**config.mk**
```make
export PLATFORM = sky130hd
export DESIGN_NAME = assoc_tag_cache_use_count_replace_core
export DESIGN_NICKNAME = d
export VERILOG_FILES = /design/src/atcur_pkg.sv /design/src/atcur_ctrl.sv /design/src/atcur_dp.sv /design/src/assoc_tag_cache_use_count_replace_core.sv
export SDC_FILE = /design/constraint.sdc
export NUM_CORES = 2
export LEC_CHECK = 0
export BUFFER_PORTS_ARGS = -buffer_cell sky130_fd_sc_hd__buf_2
export CAP_MARGIN = 20
export CORE_ASPECT_RATIO = 1.1
export CORE_UTILIZATION = 30
export CTS_BUF_LIST = sky130_fd_sc_hd__clkbuf_4 sky130_fd_sc_hd__clkbuf_8
export DETAILED_ROUTE_END_ITERATION = 6
export HOLD_SLACK_MARGIN = 0.05
export SETUP_SLACK_MARGIN = 0.2
export SLEW_MARGIN = 20
export SYNTH_ARGS = -nofsm -noshare
export SYNTH_HDL_FRONTEND = slang
export SYNTH_SLANG_ARGS = --single-unit
export TNS_END_PERCENT = 5
```
**constraint.sdc**
```tcl
create_clock -name clk -period 7.4 [get_ports clk]
set_clock_uncertainty 0.05 [all_clocks]
set_input_delay 0.74 -clock clk [delete_from_list [all_inputs] [get_ports clk]]
set_output_delay 0.74 -clock clk [all_outputs]
set_load 0.005 [all_outputs]
```
**src/atcur_pkg.sv**
```systemverilog
// ----------------------------------------------------------------------------
// atcur_pkg
// Shared types, constants and helpers of the associative tag directory with
// use-count replacement.
// ----------------------------------------------------------------------------
package atcur_pkg;

  // Field widths fixed by the interface.
  localparam int TAG_W     = 32;
  localparam int CNT_W     = 31;
  localparam int IDX_OUT_W = 5;

  localparam logic [CNT_W-1:0] CNT_MAX = {CNT_W{1'b1}};
  localparam logic [CNT_W-1:0] CNT_ONE = CNT_W'(1);

  // Command codes carried in the cmd field.
  localparam logic CMD_ACCESS = 1'b0;
  localparam logic CMD_CLEAR  = 1'b1;

  // Controller states.
  typedef enum logic [2:0] {
    S_IDLE,
    S_SCAN,
    S_DRAIN,
    S_FINISH,
    S_CLEAR
  } state_t;

  // One directory line as stored in the line memory.
  typedef struct packed {
    logic [TAG_W-1:0] tag;
    logic [CNT_W-1:0] count;
  } line_entry_t;

  // Commands from the controller to the datapath.
  typedef struct packed {
    logic load;        // capture the incoming tag
    logic scan_start;  // rewind the line address and the search results
    logic rd_en;       // read one line and advance the address
    logic commit;      // update the directory and load the result word
    logic clear;       // empty the directory and load a zero result word
  } ctl_t;

  // Status from the datapath to the controller.
  typedef struct packed {
    logic last_addr;   // the read address points at the last line
    logic out_free;    // the output register can take a new word
  } stat_t;

  // Saturating increment of a counter.
  function automatic logic [CNT_W-1:0] sat_inc(input logic [CNT_W-1:0] v);
    sat_inc = (v == CNT_MAX) ? CNT_MAX : v + CNT_ONE;
  endfunction

endpackage

```
**src/atcur_ctrl.sv**
```systemverilog
// ----------------------------------------------------------------------------
// atcur_ctrl
// Controller of the tag directory: sequences the line scan, the final update
// and the clear command, and holds off the input while a word is in work.
// ----------------------------------------------------------------------------
module atcur_ctrl (
  input  logic            clk,
  input  logic            rst,
  input  logic            in_valid,
  input  logic            in_cmd,
  output logic            in_stall,
  input  atcur_pkg::stat_t stat,
  output atcur_pkg::ctl_t  ctl
);
  import atcur_pkg::*;

  state_t state;
  state_t state_next;

  logic in_take;

  assign in_take = in_valid && (state == S_IDLE);

  // State register.
  always_ff @(posedge clk) begin
    if (rst) begin
      state <= S_IDLE;
    end else begin
      state <= state_next;
    end
  end

  // Next state.
  always_comb begin
    state_next = state;
    case (state)
      S_IDLE: begin
        if (in_take) begin
          state_next = (in_cmd == CMD_CLEAR) ? S_CLEAR : S_SCAN;
        end
      end
      S_SCAN: begin
        if (stat.last_addr) begin
          state_next = S_DRAIN;
        end
      end
      S_DRAIN: begin
        state_next = S_FINISH;
      end
      S_FINISH, S_CLEAR: begin
        if (stat.out_free) begin
          state_next = S_IDLE;
        end
      end
      default: begin
        state_next = S_IDLE;
      end
    endcase
  end

  // Outputs.
  always_comb begin
    ctl      = '0;
    in_stall = 1'b1;
    case (state)
      S_IDLE: begin
        in_stall       = 1'b0;
        ctl.load       = in_take;
        ctl.scan_start = in_take;
      end
      S_SCAN: begin
        ctl.rd_en = 1'b1;
      end
      S_DRAIN: begin
        ctl = '0;
      end
      S_FINISH: begin
        ctl.commit = stat.out_free;
      end
      S_CLEAR: begin
        ctl.clear = stat.out_free;
      end
      default: begin
        ctl = '0;
      end
    endcase
  end

endmodule

```
**src/atcur_dp.sv**
```systemverilog
// ----------------------------------------------------------------------------
// atcur_dp
// Datapath of the tag directory: line memory, valid bits, the one-line-per-
// cycle search for match, free line and smallest use count, the totals and
// the output register.
// ----------------------------------------------------------------------------
module atcur_dp #(
  parameter int NUM_LINES = 32
) (
  input  logic                            clk,
  input  logic                            rst,
  input  atcur_pkg::ctl_t                 ctl,
  output atcur_pkg::stat_t                stat,
  input  logic [atcur_pkg::TAG_W-1:0]     lookup_tag,
  output logic                            out_valid,
  input  logic                            out_stall,
  output logic                            was_hit,
  output logic [atcur_pkg::IDX_OUT_W-1:0] line_index,
  output logic [atcur_pkg::CNT_W-1:0]     hits_so_far,
  output logic [atcur_pkg::CNT_W-1:0]     misses_so_far
);
  import atcur_pkg::*;

  localparam int IDX_W = (NUM_LINES > 1) ? $clog2(NUM_LINES) : 1;
  localparam logic [IDX_W-1:0] LAST_IDX = IDX_W'(NUM_LINES - 1);

  // Directory storage.
  line_entry_t           mem [NUM_LINES];
  logic [NUM_LINES-1:0]  line_valid;

  // Scan pipeline.
  logic [TAG_W-1:0]      key;
  logic [IDX_W-1:0]      addr;
  logic                  rd_vld;
  logic [IDX_W-1:0]      rd_idx;
  logic                  rd_line_valid;
  line_entry_t           rd_data;

  // Search results.
  logic                  found;
  logic [IDX_W-1:0]      match_idx;
  logic [CNT_W-1:0]      match_cnt;
  logic                  free_found;
  logic [IDX_W-1:0]      free_idx;
  logic [IDX_W-1:0]      min_idx;
  logic [CNT_W-1:0]      min_cnt;

  // Totals.
  logic [CNT_W-1:0]      hit_total;
  logic [CNT_W-1:0]      miss_total;
  logic [CNT_W-1:0]      hit_total_next;
  logic [CNT_W-1:0]      miss_total_next;

  logic [IDX_W-1:0]      victim;
  line_entry_t           wr_entry;
  logic [IDX_W+IDX_OUT_W-1:0] victim_ext;
  logic                  out_free;

  assign out_free       = !out_valid || !out_stall;
  assign stat.out_free  = out_free;
  assign stat.last_addr = (addr == LAST_IDX);

  // Victim choice and the word written back to the chosen line.
  always_comb begin
    if (found) begin
      victim = match_idx;
    end else if (free_found) begin
      victim = free_idx;
    end else begin
      victim = min_idx;
    end
    wr_entry.tag   = key;
    wr_entry.count = found ? sat_inc(match_cnt) : CNT_ONE;
    hit_total_next  = found ? sat_inc(hit_total) : hit_total;
    miss_total_next = found ? miss_total : sat_inc(miss_total);
    victim_ext      = {{IDX_OUT_W{1'b0}}, victim};
  end

  // Line memory: one read per line during the scan, one write at the update.
  always_ff @(posedge clk) begin
    if (ctl.rd_en) begin
      rd_data <= mem[addr];
    end
    if (ctl.commit) begin
      mem[victim] <= wr_entry;
    end
  end

  // Tag capture, read address and read pipeline.
  always_ff @(posedge clk) begin
    if (ctl.load) begin
      key <= lookup_tag;
    end
    if (ctl.scan_start) begin
      addr <= '0;
    end else if (ctl.rd_en) begin
      addr <= addr + IDX_W'(1);
    end
    rd_idx        <= addr;
    rd_line_valid <= line_valid[addr];
  end

  always_ff @(posedge clk) begin
    if (rst) begin
      rd_vld <= 1'b0;
    end else begin
      rd_vld <= ctl.rd_en;
    end
  end

  // Search over the lines as they come out of the memory.
  always_ff @(posedge clk) begin
    if (rst || ctl.scan_start) begin
      found      <= 1'b0;
      free_found <= 1'b0;
    end else if (rd_vld) begin
      if (rd_line_valid && (rd_data.tag == key) && !found) begin
        found     <= 1'b1;
        match_idx <= rd_idx;
        match_cnt <= rd_data.count;
      end
      if (!rd_line_valid && !free_found) begin
        free_found <= 1'b1;
        free_idx   <= rd_idx;
      end
      if ((rd_idx == '0) || (rd_data.count < min_cnt)) begin
        min_cnt <= rd_data.count;
        min_idx <= rd_idx;
      end
    end
  end

  // Valid bits and totals.
  always_ff @(posedge clk) begin
    if (rst || ctl.clear) begin
      line_valid <= '0;
      hit_total  <= '0;
      miss_total <= '0;
    end else if (ctl.commit) begin
      line_valid[victim] <= 1'b1;
      hit_total          <= hit_total_next;
      miss_total         <= miss_total_next;
    end
  end

  // Output register.
  always_ff @(posedge clk) begin
    if (rst) begin
      out_valid <= 1'b0;
    end else if (ctl.commit || ctl.clear) begin
      out_valid <= 1'b1;
    end else if (!out_stall) begin
      out_valid <= 1'b0;
    end
  end

  always_ff @(posedge clk) begin
    if (ctl.clear) begin
      was_hit       <= 1'b0;
      line_index    <= '0;
      hits_so_far   <= '0;
      misses_so_far <= '0;
    end else if (ctl.commit) begin
      was_hit       <= found;
      line_index    <= victim_ext[IDX_OUT_W-1:0];
      hits_so_far   <= hit_total_next;
      misses_so_far <= miss_total_next;
    end
  end

`ifndef NO_ASSERTIONS
  // A result word is only loaded when the output register can take it.
  a_load_when_free: assert property (@(posedge clk) disable iff (rst)
    (ctl.commit || ctl.clear) |-> out_free)
    else $error("result word loaded over a stalled word");

  // The line chosen at an update is valid afterwards.
  a_victim_valid: assert property (@(posedge clk) disable iff (rst)
    ctl.commit |=> line_valid[$past(victim)])
    else $error("updated line is not valid");

  // A clear empties the directory and both totals.
  a_clear_empty: assert property (@(posedge clk) disable iff (rst)
    ctl.clear |=> (line_valid == '0) && (hit_total == '0) && (miss_total == '0))
    else $error("clear left state behind");

  // A miss always leaves a nonzero miss total.
  a_miss_counted: assert property (@(posedge clk) disable iff (rst)
    (ctl.commit && !found) |=> (miss_total != '0))
    else $error("miss not counted");
`endif

endmodule

```
**src/assoc_tag_cache_use_count_replace_core.sv**
```systemverilog
// ----------------------------------------------------------------------------
// assoc_tag_cache_use_count_replace_core
// Tag directory of a fully associative cache with least-frequently-used
// replacement, hit and miss totals, and a clear command.
// ----------------------------------------------------------------------------
// Sequence: an access result word is presented after the line scan, the search
//   drain and the update; a clear loads a zero result word without a scan.
// Flow: one word at a time; the scan reads one line per cycle, and a stalled
//   result word holds the next update off, and with it the next input word.
// Reset: synchronous; all lines invalid, both totals zero, no result pending.
// ----------------------------------------------------------------------------
module assoc_tag_cache_use_count_replace_core #(
  parameter int NUM_LINES = 32
) (
  input  logic                            clk,
  input  logic                            rst,
  input  logic                            in_valid,
  output logic                            in_stall,
  input  logic                            cmd,
  input  logic [atcur_pkg::TAG_W-1:0]     lookup_tag,
  output logic                            out_valid,
  input  logic                            out_stall,
  output logic                            was_hit,
  output logic [atcur_pkg::IDX_OUT_W-1:0] line_index,
  output logic [atcur_pkg::CNT_W-1:0]     hits_so_far,
  output logic [atcur_pkg::CNT_W-1:0]     misses_so_far
);
  import atcur_pkg::*;

  ctl_t  ctl;
  stat_t stat;

  // Controller.
  atcur_ctrl u_ctrl (
    .clk      (clk),
    .rst      (rst),
    .in_valid (in_valid),
    .in_cmd   (cmd),
    .in_stall (in_stall),
    .stat     (stat),
    .ctl      (ctl)
  );

  // Datapath.
  atcur_dp #(
    .NUM_LINES (NUM_LINES)
  ) u_dp (
    .clk           (clk),
    .rst           (rst),
    .ctl           (ctl),
    .stat          (stat),
    .lookup_tag    (lookup_tag),
    .out_valid     (out_valid),
    .out_stall     (out_stall),
    .was_hit       (was_hit),
    .line_index    (line_index),
    .hits_so_far   (hits_so_far),
    .misses_so_far (misses_so_far)
  );

endmodule
```
# Word-level counts from Yosys, hierarchy flattened
# Memory sizes are Yosys's and may differ from the RTL's. A register that Yosys moved wholly into a read port is not among the register bits.
# Cells that the tools add are included.
dict set report classes {
  addsub 4
  order_cmp 4
  eq_ne 13
  mux 26
  n_bitwise 2
  reduce_logical 24
}
# op n
set op_table {}
lappend op_table {{2-to-1 mux 31 bit} 6}
lappend op_table {{adder 31 x 1 -> 31 bit, second input constant} 3}
lappend op_table {{equality test 31 bit, second input constant} 3}
lappend op_table {{equality test 32 bit} 1}
lappend op_table {{OR 32 bit} 1}
lappend op_table {{< comparator 31 bit} 1}
lappend op_table {{< comparator 5 x 6 -> 1 bit, second input constant} 2}
lappend op_table {{2-to-1 mux 3 bit} 4}
lappend op_table {{case mux 3 bit (4 select lines)} 1}
lappend op_table {{AND reduction 3 bit} 4}
lappend op_table {{2-to-1 mux 1 bit} 10}
lappend op_table {{2-to-1 mux 5 bit} 2}
lappend op_table {{equality test 3 x 2 -> 1 bit, second input constant} 2}
lappend op_table {{!= test 2 x 1 -> 1 bit, second input constant} 3}
lappend op_table {{adder 5 x 1 -> 5 bit, second input constant} 1}
lappend op_table {{binary-select mux 1 bit (select 5 bit)} 1}
lappend op_table {{demux 1 bit (select 5 bit)} 1}
lappend op_table {{equality test 5 bit, second input constant} 1}
lappend op_table {{greater-or-equal comparator 5 x 1 -> 1 bit, second input constant} 1}
lappend op_table {{logical AND 1 bit} 5}
lappend op_table {{logical NOT 1 bit} 5}
lappend op_table {{logical NOT 5 bit} 1}
lappend op_table {{logical OR 1 bit} 5}
lappend op_table {{AND reduction 2 bit} 2}
lappend op_table {{7 further kinds} 7}
dict set report totals {
  ff_bits 289
  ram_bits 2016
  elab_cells 95
  mem_count 1
}
# memory words word_bits rd rd_clocked_by_memory_dff write_ports line_no
set memory_table {}
lappend memory_table {u_dp.mem 32 63 1 1 1 atcur_dp.sv:28} ;# line_entry_t mem [NUM_LINES];

# Longest topological paths before layout
dict set report depth {
  word_depth 7
  mapped_depth 9
}

# By module
# A second synthesis with hierarchy kept.
dict set report unflattened {
  hier_cells 4289
  hier_area_um2 91627.9
}
# module instances cells_per_inst area_each_um2 seq_area_each_um2
set by_module_without_submodules {}
lappend by_module_without_submodules {atcur_dp 1 4268 91421.4 69246.4}
lappend by_module_without_submodules {atcur_ctrl 1 21 206.4 60.1}

# Worst setup path after synthesis
# Ideal clock, no wire load.
dict set report synth_timing {
  kind {register to register}
  start {register u_ctrl.state[0]}
  end {register u_dp.addr[3]}
  t_arrival_ns 6.367
  setup_slack_ns 0.758
  path_stages_with_launch 6
  cell_sequence {dfxtp_1 > clkbuf_1 > nor3b_1 > nand4_1 > xor2_1 > nor2_1}
}
# element line_no
set synth_rtl {}
lappend synth_rtl {{start: declaration} atcur_ctrl.sv:17} ;# state_t state;
lappend synth_rtl {{start signal: assignment} atcur_ctrl.sv:29} ;# state <= state_next;
lappend synth_rtl {{end signal: assignment} atcur_dp.sv:97} ;# addr <= addr + IDX_W'(1);
lappend synth_rtl {{end: declaration} atcur_dp.sv:33} ;# logic [IDX_W-1:0] addr;

# Worst setup path in the final report
dict set report layout_timing {
  start {register u_dp.found}
  end {memory u_dp.mem[22][38] in the netlist's numbering (enable)}
}
dict set report layout_via {
  elab_chain_len 1
}
# element line_no
set layout_rtl {}
lappend layout_rtl {{start: declaration} atcur_dp.sv:40} ;# logic found;
lappend layout_rtl {{start signal: assignment} atcur_dp.sv:114} ;# found <= 1'b0;
lappend layout_rtl {{start signal: assignment} atcur_dp.sv:118} ;# found <= 1'b1;
lappend layout_rtl {{2-to-1 mux 5 bit} atcur_dp.sv:65} ;# if (found) begin
lappend layout_rtl {{end: declaration} atcur_dp.sv:28}
# No other way between the ends.

==> flow_summary_export.csv <==
group,metric,value,unit
global_route,grt_pass1_wl,315000,microns
clocking,cts_buffers,394,
sta,max_freq,0.215,GHz
clocking,cts_tree,"yes",
global_route,grt_overflow,0,
critical_path,critPathMaxFanout,46,
layout,nets,4783,
floorplan,rows,211,
clocking,clock_sinks,2368,
floorplan,die_h,580,microns
logic_synthesis,yosysMostFrequentCell,"edfxtp_1",
layout,drive_above_1_share,32.8,%
floorplan,dieArea,306000,sq um
sta,setup_viol,0,
detailed_routing,postRouteWirelength,216000,microns
floorplan,start_util,30.3,%
detailed_routing,num_vias,44475,
logic_synthesis,ys.flop_type,"edfxtp_1",
global_route,grt_max_degree,112,
logic_synthesis,yosys.area.top_type_share,72.1,%
detailed_routing,initialDrtViolationCount,4456,
global_route,grt_pass1_vias,45609,
sta,timing.final.crit_share,62.9,%
logic_synthesis,netlist_top_cells_count,"edfxtp_1 (2188), mux4_2 (640), dfxtp_1 (180)",
logic_synthesis,syn_nets,4319,
floorplan,die_x,528,microns
sta,fin_setup_tns,0,ns
critical_path,critical_path.startpoint,"u_dp.found$_SDFFE_PP0P_",
critical_path,required,7.93,ns
sta,fin_ws,2.75,ns
clocking,cts_buffer_depth,4,
sta,grt_setup_unrepaired,"no",
clocking,path_clk_slew,0.06,ns
layout,syn_to_final_growth,15.7,%
layout,n_fill_cell,27739,
detailed_routing,wl_per_cell,23.9,microns
placement,portBuffers,106,
clocking,cts_setup_buffers,0,
floorplan,coreArea,301000,sq um
hold_path,min_from,"lookup_tag[1]",
sta,max_slew.worst_pin.slew,1.15,ns
hold_path,hp-class,"input port to flop",
critical_path,r2r_start,"u_dp.found$_SDFFE_PP0P_",
detailed_routing,via_per_inst,4.92,
logic_synthesis,netlist_instances,4247,
logic_synthesis,yosys.area.top_type,"edfxtp_1",
clocking,cts_hold_buf,37,
critical_path,endpoint_kind,"flop",
critical_path,start_kind,"flop",
placement,pre_cts_slack,2.86,ns
floorplan,ios,107,
logic_synthesis,yosysUniqueCellTypes,60,
critical_path,path_class,"flop to flop",
detailed_routing,drc_errors,0,
sta,layout_min_cycle_time,4.65,ns
clocking,htree_levels,5,
logic_synthesis,synth-seq-cells,2368,
clocking,root_buffer,"clkbuf_8",
power_and_ir_drop,ir_worst_vdd,0.000134,V
power_and_ir_drop,power_density,258,nW/um^2
detailed_routing,drt_first_pass_iters,5,
logic_synthesis,syn_avg_cell_area,21.5,sq um
logic_synthesis,synth_edf_count,2188,
logic_synthesis,async_flop_share,0,%
placement,gp_congestion,0.781,
sta,slew_viol_final,0,
detailed_routing,postRouteAntennaNets,0,
logic_synthesis,synth_area_leaders,"edfxtp_1 (72%), mux4_2 (16%), dfxtp_1 (4.0%)",
power_and_ir_drop,p_leak,0.0345,uW
logic_synthesis,syn_area,91200,sq um
outcome,status,"finished clean",
critical_path,critPathArrivalTime,5.18,ns
sta,slew_headroom,23.5,%
global_route,grtUsageTotal,13.9,%
power_and_ir_drop,p_total,27200,uW
job,drv_cap,0,
logic_synthesis,ys_warn_count,0,
sta,finalHoldViolCount,0,
clocking,clock_latency,1.06,ns
clocking,cts.repair.resized,0,
placement,dp_hpwl,119000,microns
logic_synthesis,synth-seq-area-share,76.0,%
global_route,antenna_found_initial,7,
[logic make-up after synthesis]
logic type / share of synthesized area [%]
multiplexers: 16.8
AO/OA/AOI/OAI: 2.34
AND/OR/NAND/NOR: 2.15
adder cells (fa/ha/maj): 0.480
XOR/XNOR: 1.06
buffers and inverters: 1.19
flip-flops: 76.0
[power breakdown]
| part | switching [uW] | total, uW | internal, uW | leakage, uW |
|---|---|---|---|---|
| sequential | 69.2 | 14700 | 14600 | 0.0235 |
| combinational | 810 | 1550 | 735 | 0.00710 |
| clock | 5040 | 11000 | 5930 | 0.00391 |
| total | 5920 | 27200 | 21300 | 0.0345 |
[final timing paths]
kind / to / slack, ns / cells past startpoint
setup / recovery: u_dp.mem[22][38]$_DFFE_PP_ / 2.75 / 6
setup reg to reg: u_dp.mem[22][38]$_DFFE_PP_ / 2.75 / 6
hold reg to reg: u_dp.min_cnt[0]$_DFFE_PP_ / 0.41 / 0
hold / removal: u_dp.key[1]$_DFFE_PP_ / 0.35 / 2
[stage by stage]
stage	util (%)	cell area [sq um]	std cells	hold WS (ns)
after global routing	35.0	105000	9036	0.264
after detailed placement	32.4	97600	8324	0.401
after global placement	32.4	97600	8321	0.391
after CTS	35.0	105000	9028	0.239
final	35.0	105000	9037	0.353
after floorplan	-	91200	4247	0.279
[per-layer routing]
metal / share of wire (%) / vias up / track usage, %
met3: 6.1 / 349 / 2.27
met5: 0 / - / 0
met2: 48 / 1573 / 22.5
li1: - / 18726 / -
met4: 2.1 / 0 / 3.72
met1: 43 / 23827 / 19.4
[layout make-up]
type | instances | area [sq um] | area share [%]
tap | 4047 | 5060 | 4.80
antenna | 8 | 20.0 | 0.0190
clock buffer | 528 | 6530 | 6.19
timing repair buffer | 286 | 2240 | 2.12
inverter | 48 | 181 | 0.172
sequential | 2368 | 69300 | 65.7
multi-input combinational | 1613 | 21300 | 20.2
clock inverter | 139 | 833 | 0.790
[state kept, by name, indices dropped and copies added, names as in the netlist]
signal / flops
u_dp.miss_total: 31
u_dp.was_hit: 1
u_dp.rd_idx: 5
u_dp.rd_line_valid: 1
u_dp.match_cnt: 31
u_dp.out_valid: 1
u_dp.hit_total: 31
u_dp.match_idx: 5
u_dp.free_idx: 5
u_dp.min_cnt: 31
u_dp.found: 1
u_dp.line_valid: 32
u_dp.rd_data: 63
u_dp.free_found: 1
u_dp.min_idx: 5
u_dp.addr: 5
u_dp.line_index: 5
u_dp.hits_so_far: 31
u_dp.key: 32
u_dp.misses_so_far: 31
u_ctrl.state: 3
u_dp.mem: 2016
u_dp.rd_vld: 1
[cell usage in the layout (no fill, tap or decap), types with 67 or more instances in the layout]
cell and count:
clkbuf_8 410, clkbuf_4 118, mux4_2 640, edfxtp_1 2188, buf_2 106, dfxtp_1 175, nor2_1 67, o21ai_0 96
clkinv_1 77, buf_4 122, a21oi_1 132, nand2_1 81
[worst max-delay path, cell delays in order, from the launching register on]
cell and delay [ns]:
dfxtp_1 0.34, clkinv_2 0.69, mux2i_1 0.40, nor2_1 0.40
nand2_1 0.56, nor2_4 0.82, buf_4 0.84
No activity file was read; power rests on OpenSTA's default activity.
